--- config.mk ---
export PLATFORM = sky130hd
export DESIGN_NAME = video_dot_timing_scroll_regs
export DESIGN_NICKNAME = d
export VERILOG_FILES = /design/src/sv/vdts_pkg.sv /design/src/sv/video_dot_timing_scroll_regs.sv
export VERILOG_INCLUDE_DIRS = /design/src /design/src/sv
export SDC_FILE = /design/constraint.sdc
export NUM_CORES = 1
export LEC_CHECK = 0
export BUFFER_PORTS_ARGS = -buffer_cell sky130_fd_sc_hd__buf_2
export CAP_MARGIN = 5
export CORE_ASPECT_RATIO = 0.8
export CORE_UTILIZATION = 54
export CTS_CLUSTER_SIZE = 14
export DETAILED_ROUTE_END_ITERATION = 10
export PLACE_DENSITY = 0.73
export SLEW_MARGIN = 10
export SYNTH_ARGS = -nofsm -noshare
export SYNTH_HDL_FRONTEND = slang
export SYNTH_SLANG_ARGS = --single-unit
export TNS_END_PERCENT = 30
--- constraint.sdc ---
create_clock -name clk -period 6 [get_ports clk]
set_clock_uncertainty 0.1 [all_clocks]
set_input_delay 1.2 -clock clk [delete_from_list [all_inputs] [get_ports clk]]
set_output_delay 1.2 -clock clk [all_outputs]
set_load 0.01 [all_outputs]
--- src/sv/video_dot_timing_scroll_regs_defines.svh ---
// Assertion macros for the dot timing and scroll register block.
// Each macro samples on clk and is disabled while rst_n is low.
`ifndef VIDEO_DOT_TIMING_SCROLL_REGS_DEFINES_SVH
`define VIDEO_DOT_TIMING_SCROLL_REGS_DEFINES_SVH

`ifndef SYNTH

`define VDTS_ASSERT(lbl, prop) \
  lbl: assert property (@(posedge clk) disable iff (!rst_n) (prop)) \
    else $error("vdts assertion failed");

`define VDTS_ASSERT_NEXT(lbl, ante, cons) \
  lbl: assert property (@(posedge clk) disable iff (!rst_n) (ante) |=> (cons)) \
    else $error("vdts assertion failed");

`else

`define VDTS_ASSERT(lbl, prop)

`define VDTS_ASSERT_NEXT(lbl, ante, cons)

`endif

`endif

--- src/sv/vdts_pkg.sv ---
package vdts_pkg;

  typedef enum logic [1:0] {
    CMD_TICK  = 2'd0,
    CMD_WRITE = 2'd1,
    CMD_READ  = 2'd2,
    CMD_NONE  = 2'd3
  } cmd_t;

  localparam logic [2:0] REG_CTRL     = 3'd0;
  localparam logic [2:0] REG_MASK     = 3'd1;
  localparam logic [2:0] REG_STATUS   = 3'd2;
  localparam logic [2:0] REG_OAM_ADDR = 3'd3;
  localparam logic [2:0] REG_OAM_DATA = 3'd4;
  localparam logic [2:0] REG_SCROLL   = 3'd5;
  localparam logic [2:0] REG_ADDR     = 3'd6;
  localparam logic [2:0] REG_DATA     = 3'd7;

  localparam int DOTS_PER_LINE   = 341;
  localparam int LINES_PER_FRAME = 262;

  localparam logic [8:0] DOT_MAX       = 9'(DOTS_PER_LINE - 1);
  localparam logic [8:0] DOT_SKIP      = 9'(DOTS_PER_LINE - 2);
  localparam logic [8:0] LINE_PRE      = 9'(LINES_PER_FRAME - 1);
  localparam logic [8:0] LINE_VIS_END  = 9'd240;
  localparam logic [8:0] LINE_VBLANK   = 9'd241;
  localparam logic [8:0] DOT_FETCH_END = 9'd256;
  localparam logic [8:0] DOT_HCOPY     = 9'd257;
  localparam logic [8:0] DOT_VCOPY_LO  = 9'd280;
  localparam logic [8:0] DOT_VCOPY_HI  = 9'd304;
  localparam logic [8:0] DOT_PREF_LO   = 9'd321;
  localparam logic [8:0] DOT_PREF_HI   = 9'd336;

  localparam logic [4:0] NMI_DELAY_RST = 5'd15;
  localparam logic [8:0] DOT_RST       = 9'd340;
  localparam logic [8:0] LINE_RST      = 9'd240;

  localparam logic [4:0] COARSE_MAX    = 5'd31;
  localparam logic [4:0] COARSE_Y_LAST = 5'd29;

  localparam int OUT_W = 48;

endpackage

--- src/sv/video_dot_timing_scroll_regs.sv ---
// Dot and scanline timing plus loopy scroll registers of a NES-style picture unit.
// Input channel in_*: one request per dot tick or CPU register access.
//   in_tuser holds cmd (tick, write, read, none) and the register offset,
//   in_tdata holds the write byte and the sprite zero / overflow flags.
// Output channel out_*: exactly one result per request, carrying the status
//   byte, v, fine x, dot, line, frame parity, the NMI pulse and rendering_on.
// cfg_wr_en / cfg_wr_data load the NMI delay (ticks from the NMI condition
//   rising to the pulse); write it only while no request is in flight.
// Each accepted result is registered in the output or, if held, the skid register;
//   one request is taken every cycle while in_tready is high (combinational update).
// The result sits in an output register backed by a one-entry skid register;
//   in_tready is low only while the skid register holds a result, so a stalled
//   receiver costs at most one more accepted request before input stops.
// Reset (rst_n low, synchronous) puts the counters at dot 340 of line 240,
//   clears the scroll registers and flags, sets the NMI delay to 15 and
//   empties both result registers.
`include "video_dot_timing_scroll_regs_defines.svh"

module video_dot_timing_scroll_regs (
  input  logic        clk,
  input  logic        rst_n,
  input  logic        in_tvalid,
  output logic        in_tready,
  input  logic [15:0] in_tdata,   // wdata[7:0], sprite_zero_in[8], overflow_in[9], zero
  input  logic [4:0]  in_tuser,   // cmd[1:0], reg_index[4:2]
  output logic        out_tvalid,
  input  logic        out_tready,
  output logic [47:0] out_tdata,  // rdata[7:0], vram_addr[23:8], fine_scroll_x[26:24],
                                  // dot[35:27], line[44:36], odd_frame[45],
                                  // nmi_pulse[46], rendering_on[47]
  input  logic        cfg_wr_en,
  input  logic [4:0]  cfg_wr_data
);

  function automatic logic [15:0] coarse_x_inc(input logic [15:0] v);
    logic [15:0] r;
    if (v[4:0] == vdts_pkg::COARSE_MAX) begin
      r = {v[15:11], ~v[10], v[9:5], 5'd0};
    end else begin
      r = v + 16'd1;
    end
    return r;
  endfunction

  function automatic logic [15:0] fine_y_inc(input logic [15:0] v);
    logic [15:0] r;
    logic [4:0]  cy;
    r  = v;
    cy = v[9:5];
    if (v[14:12] != 3'b111) begin
      r = v + 16'h1000;
    end else begin
      r[14:12] = 3'b000;
      if (cy == vdts_pkg::COARSE_Y_LAST) begin
        cy    = 5'd0;
        r[11] = ~r[11];
      end else if (cy == vdts_pkg::COARSE_MAX) begin
        cy = 5'd0;
      end else begin
        cy = cy + 5'd1;
      end
      r[9:5] = cy;
    end
    return r;
  endfunction

  logic [4:0]  nmi_delay_r;
  logic [8:0]  dot_r, dot_nxt;
  logic [8:0]  line_r, line_nxt;
  logic        frame_parity_r, frame_parity_nxt;
  logic [15:0] cur_addr_r, cur_addr_nxt;
  logic [15:0] tmp_addr_r, tmp_addr_nxt;
  logic [2:0]  fine_x_r, fine_x_nxt;
  logic        write_toggle_r, write_toggle_nxt;
  logic        bg_enable_r, bg_enable_nxt;
  logic        spr_enable_r, spr_enable_nxt;
  logic        inc_by_32_r, inc_by_32_nxt;
  logic        nmi_enable_r, nmi_enable_nxt;
  logic        vblank_r, vblank_nxt;
  logic        nmi_prev_r, nmi_prev_nxt;
  logic [4:0]  nmi_countdown_r, nmi_countdown_nxt;
  logic [4:0]  last_low_r, last_low_nxt;
  logic        spr0_flag_r, spr0_flag_nxt;
  logic        ovf_flag_r, ovf_flag_nxt;

  logic        out_valid_r, out_valid_nxt;
  logic [47:0] out_data_r, out_data_nxt;
  logic        skid_valid_r, skid_valid_nxt;
  logic [47:0] skid_data_r, skid_data_nxt;

  vdts_pkg::cmd_t cmd;
  logic [2:0]  reg_idx;
  logic [7:0]  wdata;
  logic        spr0_in;
  logic        ovf_in;
  logic        in_acc;
  logic        out_free;
  logic        render;
  logic        render_line;
  logic        fetch_dot;
  logic        skip;
  logic        nmi_cond;
  logic [9:0]  dot_inc;
  logic [9:0]  line_inc;
  logic [15:0] v_work;
  logic [15:0] t_work;
  logic [15:0] addr_step;
  logic [7:0]  rdata;
  logic        pulse;
  logic [47:0] result;

  assign cmd      = vdts_pkg::cmd_t'(in_tuser[1:0]);
  assign reg_idx  = in_tuser[4:2];
  assign wdata    = in_tdata[7:0];
  assign spr0_in  = in_tdata[8];
  assign ovf_in   = in_tdata[9];
  assign in_tready = !skid_valid_r;
  assign in_acc   = in_tvalid && in_tready;
  assign out_free = !out_valid_r || out_tready;
  assign render   = bg_enable_r || spr_enable_r;
  assign dot_inc  = {1'b0, dot_r} + 10'd1;
  assign line_inc = {1'b0, line_r} + 10'd1;
  assign addr_step = cur_addr_r + (inc_by_32_r ? 16'd32 : 16'd1);
  assign skip = render && frame_parity_r && (line_r == vdts_pkg::LINE_PRE) &&
                (dot_r == vdts_pkg::DOT_SKIP);

  always_comb begin
    dot_nxt           = dot_r;
    line_nxt          = line_r;
    frame_parity_nxt  = frame_parity_r;
    cur_addr_nxt      = cur_addr_r;
    tmp_addr_nxt      = tmp_addr_r;
    fine_x_nxt        = fine_x_r;
    write_toggle_nxt  = write_toggle_r;
    bg_enable_nxt     = bg_enable_r;
    spr_enable_nxt    = spr_enable_r;
    inc_by_32_nxt     = inc_by_32_r;
    nmi_enable_nxt    = nmi_enable_r;
    vblank_nxt        = vblank_r;
    nmi_prev_nxt      = nmi_prev_r;
    nmi_countdown_nxt = nmi_countdown_r;
    last_low_nxt      = last_low_r;
    spr0_flag_nxt     = spr0_flag_r;
    ovf_flag_nxt      = ovf_flag_r;
    rdata             = 8'd0;
    pulse             = 1'b0;
    nmi_cond          = 1'b0;
    render_line       = 1'b0;
    fetch_dot         = 1'b0;
    v_work            = cur_addr_r;
    t_work            = tmp_addr_r;

    unique case (cmd)
      vdts_pkg::CMD_TICK: begin
        if (nmi_countdown_r != 5'd0) begin
          nmi_countdown_nxt = nmi_countdown_r - 5'd1;
          pulse = (nmi_countdown_r == 5'd1) && nmi_enable_r && vblank_r;
        end
        if (skip) begin
          dot_nxt          = 9'd0;
          line_nxt         = 9'd0;
          frame_parity_nxt = ~frame_parity_r;
        end else if (dot_inc > {1'b0, vdts_pkg::DOT_MAX}) begin
          dot_nxt = 9'd0;
          if (line_inc > {1'b0, vdts_pkg::LINE_PRE}) begin
            line_nxt         = 9'd0;
            frame_parity_nxt = ~frame_parity_r;
          end else begin
            line_nxt = line_inc[8:0];
          end
        end else begin
          dot_nxt = dot_inc[8:0];
        end

        render_line = (line_nxt == vdts_pkg::LINE_PRE) ||
                      (line_nxt < vdts_pkg::LINE_VIS_END);
        fetch_dot = ((dot_nxt >= 9'd1) && (dot_nxt <= vdts_pkg::DOT_FETCH_END)) ||
                    ((dot_nxt >= vdts_pkg::DOT_PREF_LO) &&
                     (dot_nxt <= vdts_pkg::DOT_PREF_HI));

        if (render) begin
          if ((line_nxt == vdts_pkg::LINE_PRE) && (dot_nxt >= vdts_pkg::DOT_VCOPY_LO) &&
              (dot_nxt <= vdts_pkg::DOT_VCOPY_HI)) begin
            v_work[14:11] = tmp_addr_r[14:11];
            v_work[9:5]   = tmp_addr_r[9:5];
          end
          if (render_line) begin
            if (fetch_dot && (dot_nxt[2:0] == 3'd0)) begin
              v_work = coarse_x_inc(v_work);
            end
            if (dot_nxt == vdts_pkg::DOT_FETCH_END) begin
              v_work = fine_y_inc(v_work);
            end
            if (dot_nxt == vdts_pkg::DOT_HCOPY) begin
              v_work[10]  = tmp_addr_r[10];
              v_work[4:0] = tmp_addr_r[4:0];
            end
          end
        end
        cur_addr_nxt = v_work;

        if (spr0_in) spr0_flag_nxt = 1'b1;
        if (ovf_in) ovf_flag_nxt = 1'b1;

        if ((line_nxt == vdts_pkg::LINE_VBLANK) && (dot_nxt == 9'd1)) begin
          vblank_nxt = 1'b1;
          nmi_cond   = nmi_enable_r;
          if (nmi_cond && !nmi_prev_r) nmi_countdown_nxt = nmi_delay_r;
          nmi_prev_nxt = nmi_cond;
        end
        if ((line_nxt == vdts_pkg::LINE_PRE) && (dot_nxt == 9'd1)) begin
          vblank_nxt    = 1'b0;
          nmi_prev_nxt  = 1'b0;
          spr0_flag_nxt = 1'b0;
          ovf_flag_nxt  = 1'b0;
        end
      end

      vdts_pkg::CMD_WRITE: begin
        last_low_nxt = wdata[4:0];
        unique case (reg_idx)
          vdts_pkg::REG_CTRL: begin
            inc_by_32_nxt  = wdata[2];
            nmi_enable_nxt = wdata[7];
            nmi_cond       = wdata[7] && vblank_r;
            if (nmi_cond && !nmi_prev_r) nmi_countdown_nxt = nmi_delay_r;
            nmi_prev_nxt   = nmi_cond;
            t_work[11:10]  = wdata[1:0];
          end
          vdts_pkg::REG_MASK: begin
            bg_enable_nxt  = wdata[3];
            spr_enable_nxt = wdata[4];
          end
          vdts_pkg::REG_SCROLL: begin
            if (!write_toggle_r) begin
              t_work[4:0] = wdata[7:3];
              fine_x_nxt  = wdata[2:0];
            end else begin
              t_work[14:12] = wdata[2:0];
              t_work[9:5]   = wdata[7:3];
            end
            write_toggle_nxt = !write_toggle_r;
          end
          vdts_pkg::REG_ADDR: begin
            if (!write_toggle_r) begin
              t_work[14]   = 1'b0;
              t_work[13:8] = wdata[5:0];
            end else begin
              t_work[7:0]  = wdata;
              cur_addr_nxt = t_work;
            end
            write_toggle_nxt = !write_toggle_r;
          end
          vdts_pkg::REG_DATA: begin
            cur_addr_nxt = addr_step;
          end
          default: begin
          end
        endcase
        tmp_addr_nxt = t_work;
      end

      vdts_pkg::CMD_READ: begin
        if (reg_idx == vdts_pkg::REG_STATUS) begin
          rdata            = {vblank_r, spr0_flag_r, ovf_flag_r, last_low_r};
          vblank_nxt       = 1'b0;
          nmi_prev_nxt     = 1'b0;
          write_toggle_nxt = 1'b0;
        end else if (reg_idx == vdts_pkg::REG_DATA) begin
          cur_addr_nxt = addr_step;
        end
      end

      vdts_pkg::CMD_NONE: begin
      end
    endcase

    result = {bg_enable_nxt || spr_enable_nxt, pulse, frame_parity_nxt, line_nxt,
              dot_nxt, fine_x_nxt, cur_addr_nxt, rdata};
  end

  always_comb begin
    out_valid_nxt  = out_valid_r;
    out_data_nxt   = out_data_r;
    skid_valid_nxt = skid_valid_r;
    skid_data_nxt  = skid_data_r;
    if (in_acc) begin
      if (out_free) begin
        out_valid_nxt = 1'b1;
        out_data_nxt  = result;
      end else begin
        skid_valid_nxt = 1'b1;
        skid_data_nxt  = result;
      end
    end else if (out_free) begin
      out_valid_nxt  = skid_valid_r;
      out_data_nxt   = skid_data_r;
      skid_valid_nxt = 1'b0;
    end
  end

  always_ff @(posedge clk) begin
    if (!rst_n) begin
      nmi_delay_r     <= vdts_pkg::NMI_DELAY_RST;
      dot_r           <= vdts_pkg::DOT_RST;
      line_r          <= vdts_pkg::LINE_RST;
      frame_parity_r  <= 1'b0;
      cur_addr_r      <= 16'd0;
      tmp_addr_r      <= 16'd0;
      fine_x_r        <= 3'd0;
      write_toggle_r  <= 1'b0;
      bg_enable_r     <= 1'b0;
      spr_enable_r    <= 1'b0;
      inc_by_32_r     <= 1'b0;
      nmi_enable_r    <= 1'b0;
      vblank_r        <= 1'b0;
      nmi_prev_r      <= 1'b0;
      nmi_countdown_r <= 5'd0;
      last_low_r      <= 5'd0;
      spr0_flag_r     <= 1'b0;
      ovf_flag_r      <= 1'b0;
      out_valid_r     <= 1'b0;
      skid_valid_r    <= 1'b0;
    end else begin
      if (cfg_wr_en) nmi_delay_r <= cfg_wr_data;
      if (in_acc) begin
        dot_r           <= dot_nxt;
        line_r          <= line_nxt;
        frame_parity_r  <= frame_parity_nxt;
        cur_addr_r      <= cur_addr_nxt;
        tmp_addr_r      <= tmp_addr_nxt;
        fine_x_r        <= fine_x_nxt;
        write_toggle_r  <= write_toggle_nxt;
        bg_enable_r     <= bg_enable_nxt;
        spr_enable_r    <= spr_enable_nxt;
        inc_by_32_r     <= inc_by_32_nxt;
        nmi_enable_r    <= nmi_enable_nxt;
        vblank_r        <= vblank_nxt;
        nmi_prev_r      <= nmi_prev_nxt;
        nmi_countdown_r <= nmi_countdown_nxt;
        last_low_r      <= last_low_nxt;
        spr0_flag_r     <= spr0_flag_nxt;
        ovf_flag_r      <= ovf_flag_nxt;
      end
      out_valid_r  <= out_valid_nxt;
      skid_valid_r <= skid_valid_nxt;
    end
  end

  always_ff @(posedge clk) begin
    out_data_r  <= out_data_nxt;
    skid_data_r <= skid_data_nxt;
  end

  assign out_tvalid = out_valid_r;
  assign out_tdata  = out_data_r;

  `VDTS_ASSERT(a_counter_range, (dot_r <= vdts_pkg::DOT_MAX) && (line_r <= vdts_pkg::LINE_PRE))
  `VDTS_ASSERT(a_skid_behind_out, !skid_valid_r || out_valid_r)
  `VDTS_ASSERT_NEXT(a_frame_wrap,
    in_acc && (cmd == vdts_pkg::CMD_TICK) && (dot_r == vdts_pkg::DOT_MAX) &&
    (line_r == vdts_pkg::LINE_PRE),
    (dot_r == 9'd0) && (line_r == 9'd0) && (frame_parity_r != $past(frame_parity_r)))
  `VDTS_ASSERT_NEXT(a_status_clears_toggle,
    in_acc && (cmd == vdts_pkg::CMD_READ) && (reg_idx == vdts_pkg::REG_STATUS),
    !write_toggle_r && !vblank_r)

endmodule

# Yosys cells after proc, flatten, opt, wreduce, memory -nomap -nowiden
# Index checks and enable logic that the tools add are counted.
[totals] ff_bits=175 elab_cells=218
[classes] addsub=7 magnitude_cmp=9 eq_ne=29 n_mux=91 bitwise_logic=4 n_reduce_logical=53
[ops] cell="16-bit 2-to-1 mux" count=11
[ops] cell="48-bit 2-to-1 mux" count=3
[ops] cell="9-bit 2-to-1 mux" count=9
[ops] cell="5-bit 2-to-1 mux" count=15
[ops] cell="16-bit case mux with 3 select lines" count=1
[ops] cell="9-bit equality test (second input constant)" count=5
[ops] cell="16-bit case mux with 2 select lines" count=1
[ops] cell="1-bit 2-to-1 mux" count=31
[ops] cell="9-bit <= comparator (second input constant)" count=3
[ops] cell="8-bit 2-to-1 mux" count=3
[ops] cell="9-bit by 1-bit adder with 10-bit output (second input constant)" count=2
[ops] cell="10-bit by 9-bit greater-than comparator with 1-bit output (second input constant)" count=2
[ops] cell="10-bit case mux with 2 select lines" count=1
[ops] cell="5-bit AND reduction" count=4
[ops] cell="9-bit >= comparator (second input constant)" count=2
[ops] cell="16-bit by 1-bit adder with 16-bit output (second input constant)" count=1
[ops] cell="16-bit by 13-bit adder with 16-bit output (second input constant)" count=1
[ops] cell="16-bit by 6-bit adder with 16-bit output" count=1
[ops] cell="1-bit logical AND" count=16
[ops] cell="4-bit 2-to-1 mux" count=4
[ops] cell="2-bit inequality test (second input constant)" count=8
[ops] cell="4-bit AND reduction" count=4
[ops] cell="2-bit nonzero test" count=8
[ops] cell="5-bit equality test (second input constant)" count=3
[ops] cell="other kinds (32)" count=54

# Depth between registers and ports, before layout
[depth] ltp_word=29 depth_mapped=25

# Least setup slack after synthesis
# OpenSTA, ideal clock, no wires.
[synth_timing] kind="register to register" from="register dot_r[1]" to="register out_data_r[17], in the netlist out_tdata[17] (data pin)" setup_time_ns=0.260 t_arrival_ns=5.037 required_ns=5.640 slack_ns=0.604 path_stages_with_launch=21 synth_period_minus_slack_ns=5.396 path_cell_list="dfxtp_1 > ha_1 > or4b_4 > o22ai_4 > o21ai_0 > a221o_1 > a2111oi_1 > nor4b_4 > buf_6 > buf_6 > mux2i_1 > ha_1 > ha_1 > nand2_1 > nor4_1 > inv_1 > nor2_1 > a31o_2 > o2111ai_1 > and2_1 > mux2_2"
[synth_via] elab_chain_len=27 word_cells_on_any_way=53 cone_classes="add/sub (4); order compare (8); eq/ne (6); mux (26); reduce/logical (9)"
[synth_rtl] element="from (decl)" line="video_dot_timing_scroll_regs.sv:68" text="logic [8:0] dot_r, dot_nxt;"
[synth_rtl] element="from (signal assigned)" line="video_dot_timing_scroll_regs.sv:305" text="dot_r <= vdts_pkg::DOT_RST;"
[synth_rtl] element="from (signal assigned)" line="video_dot_timing_scroll_regs.sv:327" text="dot_r <= dot_nxt;"
[synth_rtl] element="branches (longest 22 deep; another with 16-bit by 1-bit adder with 16-bit output)"
[synth_rtl] element="16-bit 2-to-1 mux (*)" line="video_dot_timing_scroll_regs.sv:187" text="if (render_line) begin"
[synth_rtl] element="16-bit 2-to-1 mux (*)" line="video_dot_timing_scroll_regs.sv:181" text="if (render) begin"
[synth_rtl] element="16-bit case mux with 3 select lines (*)" line="video_dot_timing_scroll_regs.sv:153" text="unique case (cmd)"
[synth_rtl] element="named net cur_addr_nxt[9]" line="video_dot_timing_scroll_regs.sv:71" text="logic [15:0] cur_addr_r, cur_addr_nxt;"
[synth_rtl] element="48-bit 2-to-1 mux (*)" line="video_dot_timing_scroll_regs.sv:288" text="if (out_free) begin"
[synth_rtl] element="48-bit 2-to-1 mux (*)" line="video_dot_timing_scroll_regs.sv:287" text="if (in_acc) begin"
[synth_rtl] element="named net out_data_nxt[17]" line="video_dot_timing_scroll_regs.sv:87" text="logic [47:0] out_data_r, out_data_nxt;"
[synth_rtl] element="to (signal assigned)" line="video_dot_timing_scroll_regs.sv:351" text="out_data_r <= out_data_nxt;"
[synth_rtl] element="to (decl)" line="video_dot_timing_scroll_regs.sv:87"
# Mark *: on every way through the listed nets, which the timed path passes. The select of a mux whose other input is x is not followed.
# A chain may end at the register's enable or synchronous reset.

# Worst setup path after layout
[layout_timing] from="register dot_r[1]" to="register out_data_r[23], in the netlist out_tdata[23] (data pin)"
[layout_via] elab_chain_len=25 word_cells_on_any_way=48 cone_classes="add/sub (3); order compare (8); eq/ne (4); mux (24); reduce/logical (9)"
[layout_rtl] element="9-bit by 1-bit adder with 10-bit output" line="video_dot_timing_scroll_regs.sv:121" text="assign dot_inc = {1'b0, dot_r} + 10'd1;"
[layout_rtl] element="10-bit by 9-bit greater-than comparator with 1-bit output" line="video_dot_timing_scroll_regs.sv:163" text="end else if (dot_inc > {1'b0, vdts_pkg::DOT_MAX}) begin"
[layout_rtl] element="9-bit 2-to-1 mux" line="video_dot_timing_scroll_regs.sv:163"
[layout_rtl] element="9-bit 2-to-1 mux" line="video_dot_timing_scroll_regs.sv:159" text="if (skip) begin"
[layout_rtl] element="9-bit 2-to-1 mux" line="video_dot_timing_scroll_regs.sv:153"
[layout_rtl] element="9-bit >= comparator / 9-bit equality test (equally long branches)" line="video_dot_timing_scroll_regs.sv:182, video_dot_timing_scroll_regs.sv:175"
[layout_rtl] element="1-bit logical AND (2 in a row)" line="video_dot_timing_scroll_regs.sv:182" text="if ((line_nxt == vdts_pkg::LINE_PRE) && (dot_nxt >= vdts_pkg::DOT_VCOPY_LO) &&"
[layout_rtl] element="5-bit 2-to-1 mux / 4-bit 2-to-1 mux (equally long branches)" line="video_dot_timing_scroll_regs.sv:182"
[layout_rtl] element="(+9 left out)"
[layout_rtl] element="1-bit 2-to-1 mux" line="video_dot_timing_scroll_regs.sv:50" text="if (v[14:12] != 3'b111) begin"
[layout_rtl] element="16-bit 2-to-1 mux" line="video_dot_timing_scroll_regs.sv:191" text="if (dot_nxt == vdts_pkg::DOT_FETCH_END) begin"
[layout_rtl] element="16-bit 2-to-1 mux (*)" line="video_dot_timing_scroll_regs.sv:187"
[layout_rtl] element="16-bit 2-to-1 mux (*)" line="video_dot_timing_scroll_regs.sv:181"
[layout_rtl] element="16-bit case mux with 3 select lines (*)" line="video_dot_timing_scroll_regs.sv:153"
[layout_rtl] element="48-bit 2-to-1 mux (*)" line="video_dot_timing_scroll_regs.sv:288"
[layout_rtl] element="48-bit 2-to-1 mux (*)" line="video_dot_timing_scroll_regs.sv:287"
[layout_rtl] element="named net out_data_nxt[23]" line="video_dot_timing_scroll_regs.sv:87"
# The timed path passes the listed nets; every way through them passes the cells marked *. The select of a mux whose other input is x is not followed.

==> flow_metrics.py <==
metrics = {
    "cts": {
        "cts_hold_buf": 0,
        "insertion_delay_ns": 0.45,
        "cts.path.max_buffers": 2,
        "cts.clk_slew.worst_paths_ns": 0.08,
        "clock_sinks": 175,
        "cts_made_buffers": 17,
        "cts_tree": "built",
        "htree_levels": 4,
        "root_buffer": "clkbuf_16",
    },
    "routing": {
        "vias_per_cell": 6.47,
        "detail-route-antenna-nets": 0,
        "dr.first_iter.drc_count": 1312,
        "wire_per_inst_um": 20.7,
        "routed_wl_um": 33700,
        "drc": 0,
        "num_vias": 10512,
        "dr.pass1.iters": 6,
    },
    "yosys": {
        "syn-num-nets": 1355,
        "async_flop_share_pct": 0,
        "seq_area_frac_synth_pct": 40.2,
        "avgSynthCellArea_um2": 8.53,
        "synthDistinctLibCells": 92,
        "yosysTopAreaCell": "edfxtp_1",
        "synth_top_area_share_pct": 25.9,
        "synthTopCellsByCount": "148 x nor2_1, 142 x nand2_1, 96 x edfxtp_1",
        "ys.flop_type": "edfxtp_1",
        "synth_seq_cells": 175,
        "synthCells": 1303,
        "yosysMostFrequentCell": "nor2_1",
        "ys_warn_count": 0,
        "synth_area_leaders": "edfxtp_1 26%, dfxtp_1 14%, nor2_1 5.0%",
        "synth_edf_count": 96,
        "syn_area_um2": 11100,
    },
    "cells_and_area": {
        "finish.utilization_pct": 62.2,
        "synthToLayoutAreaGrowth_pct": 11.8,
        "fillers": 1725,
        "drive_gt1_share_pct": 15.8,
        "fin_nets": 1399,
        "antenna_cells": 0,
        "regArea_um2": 4460,
        "multi_input_area_um2": 6110,
    },
    "grt": {
        "grt_overflow_total": 0,
        "antenna_found_initial": 0,
        "grt_usage_pct": 32.0,
        "grt_first_pass_wirelength_um": 52000,
        "grt_pass1_vias": 9127,
        "grt_max_degree": 78,
    },
    "floorplan": {
        "die_width_um": 162,
        "ios": 81,
        "dieArea_um2": 21200,
        "row_count": 46,
        "start_util_pct": 55.7,
        "die_height_um": 130,
        "coreArea_um2": 20000,
    },
    "setup_path": {
        "path_common_cell": "a211o_1",
        "path_cells": "ha_2 -> and2_1 -> nand3_1 -> or4_1 -> o211ai_1 -> a21oi_2 -> nor4b_4 -> buf_4 -> nand2b_1 -> o31a_1 -> ha_1 -> nor4_1 -> o21ai_1 -> a211o_1 -> a211oi_2 -> mux2_1 -> a211o_1 -> o21a_1",
        "critPathLaunchType": "flip-flop",
        "worstPathRequired_ns": 6.09,
        "critical_path_peak_fanout": 10,
        "cp-end-kind": "flip-flop",
        "cp.arrival_ns": 5.74,
        "critPathMaxStageDelay_ns": 0.65,
        "crit_path_top_delay_cell": "or4_1",
        "criticalPathCategory": "reg2reg",
    },
    "place": {
        "dp_hpwl_um": 23600,
        "gp_congestion": 0.992,
        "port_buffers": 74,
    },
    "timing": {
        "tightest_slew_ns": 1.05,
        "layout_min_cycle_time_ns": 5.65,
        "setup_violations": 0,
        "drv_slew": 0,
        "finalHoldViolations": 0,
        "fin_crit_sh_pct": 94.2,
        "relSlewSlack_pct": 30.2,
        "timing.fmax_mhz": 177,
    },
    "pwr": {
        "vdd_drop_max_mv": 0.131,
        "pwr-share-comb_pct": 16.2,
        "p_per_area_nw_per_um2": 247,
        "seqPwrFrac_pct": 45.0,
        "power.internal_mw": 2.11,
        "power_frac_clock_pct": 38.8,
        "leakage_nw": 4.72,
        "power_switching_share_pct": 31.2,
        "switching_power_mw": 0.956,
        "finalPower_mw": 3.06,
    },
    "run": {
        "maxCapViolCount": 0,
    },
    "run_status": {
        "status": "complete, no violations",
    },
    "worst_hold_path": {
        "hold_path.class": "reg2reg",
    },
}
==> through the flow <==
stage,instance area [um2],TNS (ns),std cells,hold WS (ns),worst slack (ns)
finish,12400,0,1624,0.355,0.349
global route,12400,-0.00330,1624,0.382,-0.00330
CTS,12400,0,1624,0.354,0.289
detailed placement,11800,0,1592,0.343,0.343
global placement,11800,0,1592,0.338,0.381
floorplan,11100,0,1303,0.328,0.604
==> state kept, by name (all words and copies together) (netlist names), 3 cells and up <==
register         cells
tmp_addr_r          15
dot_r                9
last_low_r           5
cur_addr_r          16
skid_data_r         48
out_tdata           48
nmi_delay_r          5
fine_x_r             3
nmi_countdown_r      5
line_r               9
==> cell usage in the layout (no fill, tap or decap), types with 5 or more instances in the layout <==
cell type    n
a31oi_1     16
o22ai_1     10
inv_6        5
nor2_1     148
nand3b_1     5
nand4_1      9
nand3_1     57
mux2_2      21
inv_1       40
or3_1        6
o211ai_1    14
xor2_1       8
nand2_1    141
or4_1        6
a22oi_1      6
o221ai_1    16
o21ai_0     81
ha_1        19
buf_2       74
o21ai_1     13
or2_2       12
buf_4       47
o31ai_1     12
and2_1      20
clkbuf_16   17
a211oi_1     9
nor4_1      16
a21oi_1     76
mux2i_1     29
a311oi_1    13
nor3_1      27
o211a_1      8
a211o_1      6
a21o_1      12
edfxtp_1    96
nand2b_1    13
and3_1      24
xnor2_1     20
dfxtp_1     79
o21a_1      17
==> worst max-delay path, delay by kind of cell, from the launching register on <==
kind                       cells  cell delay [ns]
DFF                            1             0.47
muxes                          1             0.39
buffers and inverters          1             0.26
AOI/OAI and AO/OA              8             1.89
adders and majority gates      2             0.59
and+or+nand+nor                6             1.71
==> cell families (layout without fill, tap and decap cells) <==
group / after synthesis / in the layout / synth area share [%]
compound gates: 372 / 372 / 23.0
simple gates: 516 / 516 / 22.4
xor+xnor: 28 / 28 / 2.21
buf+inv: 140 / 197 / 5.03
mux: 51 / 51 / 4.84
flops: 175 / 175 / 40.2
fa+ha+maj: 21 / 21 / 2.36
==> cell type report <==
type,instances,share of cell area [%]
inverter,44,1.33
tap,264,2.66
multi-input combinational,988,49.2
sequential,175,35.9
clock buffer,17,3.42
timing repair buffer,121,5.82
clock inverter,15,1.63
==> power groups by stage <==
stage	Clock [mW]	Sequential (mW)	Combinational, mW
after floorplan	0	1.40	0.312
after CTS	1.20	1.38	0.483
after detailed placement	0	1.40	0.479
final	1.19	1.38	0.497
after global routing	1.24	1.39	0.536
after global placement	0	1.40	0.471
==> path summary, 6_finish.rpt <==
path                         startpoint                    endpoint  depth (start not counted)  slack [ns]
min          last_low_r[3]$_SDFFE_PN0P_  last_low_r[3]$_SDFFE_PN0P_                          2        0.36
max reg2reg       dot_r[1]$_SDFFE_PN0P_     out_tdata[23]$_DFFE_PN_                         18        0.35
max               dot_r[1]$_SDFFE_PN0P_     out_tdata[23]$_DFFE_PN_                         18        0.35
min reg2reg  last_low_r[3]$_SDFFE_PN0P_  last_low_r[3]$_SDFFE_PN0P_                          2        0.36
==> layer usage <==
layer | vias up | routed length (um) | track usage [%]
met3 | 43 | 3750 | 8.04
met1 | 4999 | 15900 | 49.3
met2 | 561 | 13500 | 43.6
met4 | 0 | 595 | 8.38
met5 | - | 0 | 0
li1 | 4909 | - | -
==> repair_timing <==
action / in CTS / in global routing
resized for setup: 0 / 4
endpoints found under the setup margin: 0 / 12
buffers inserted: 0 / 0
Power figures use the tool's default switching activity.
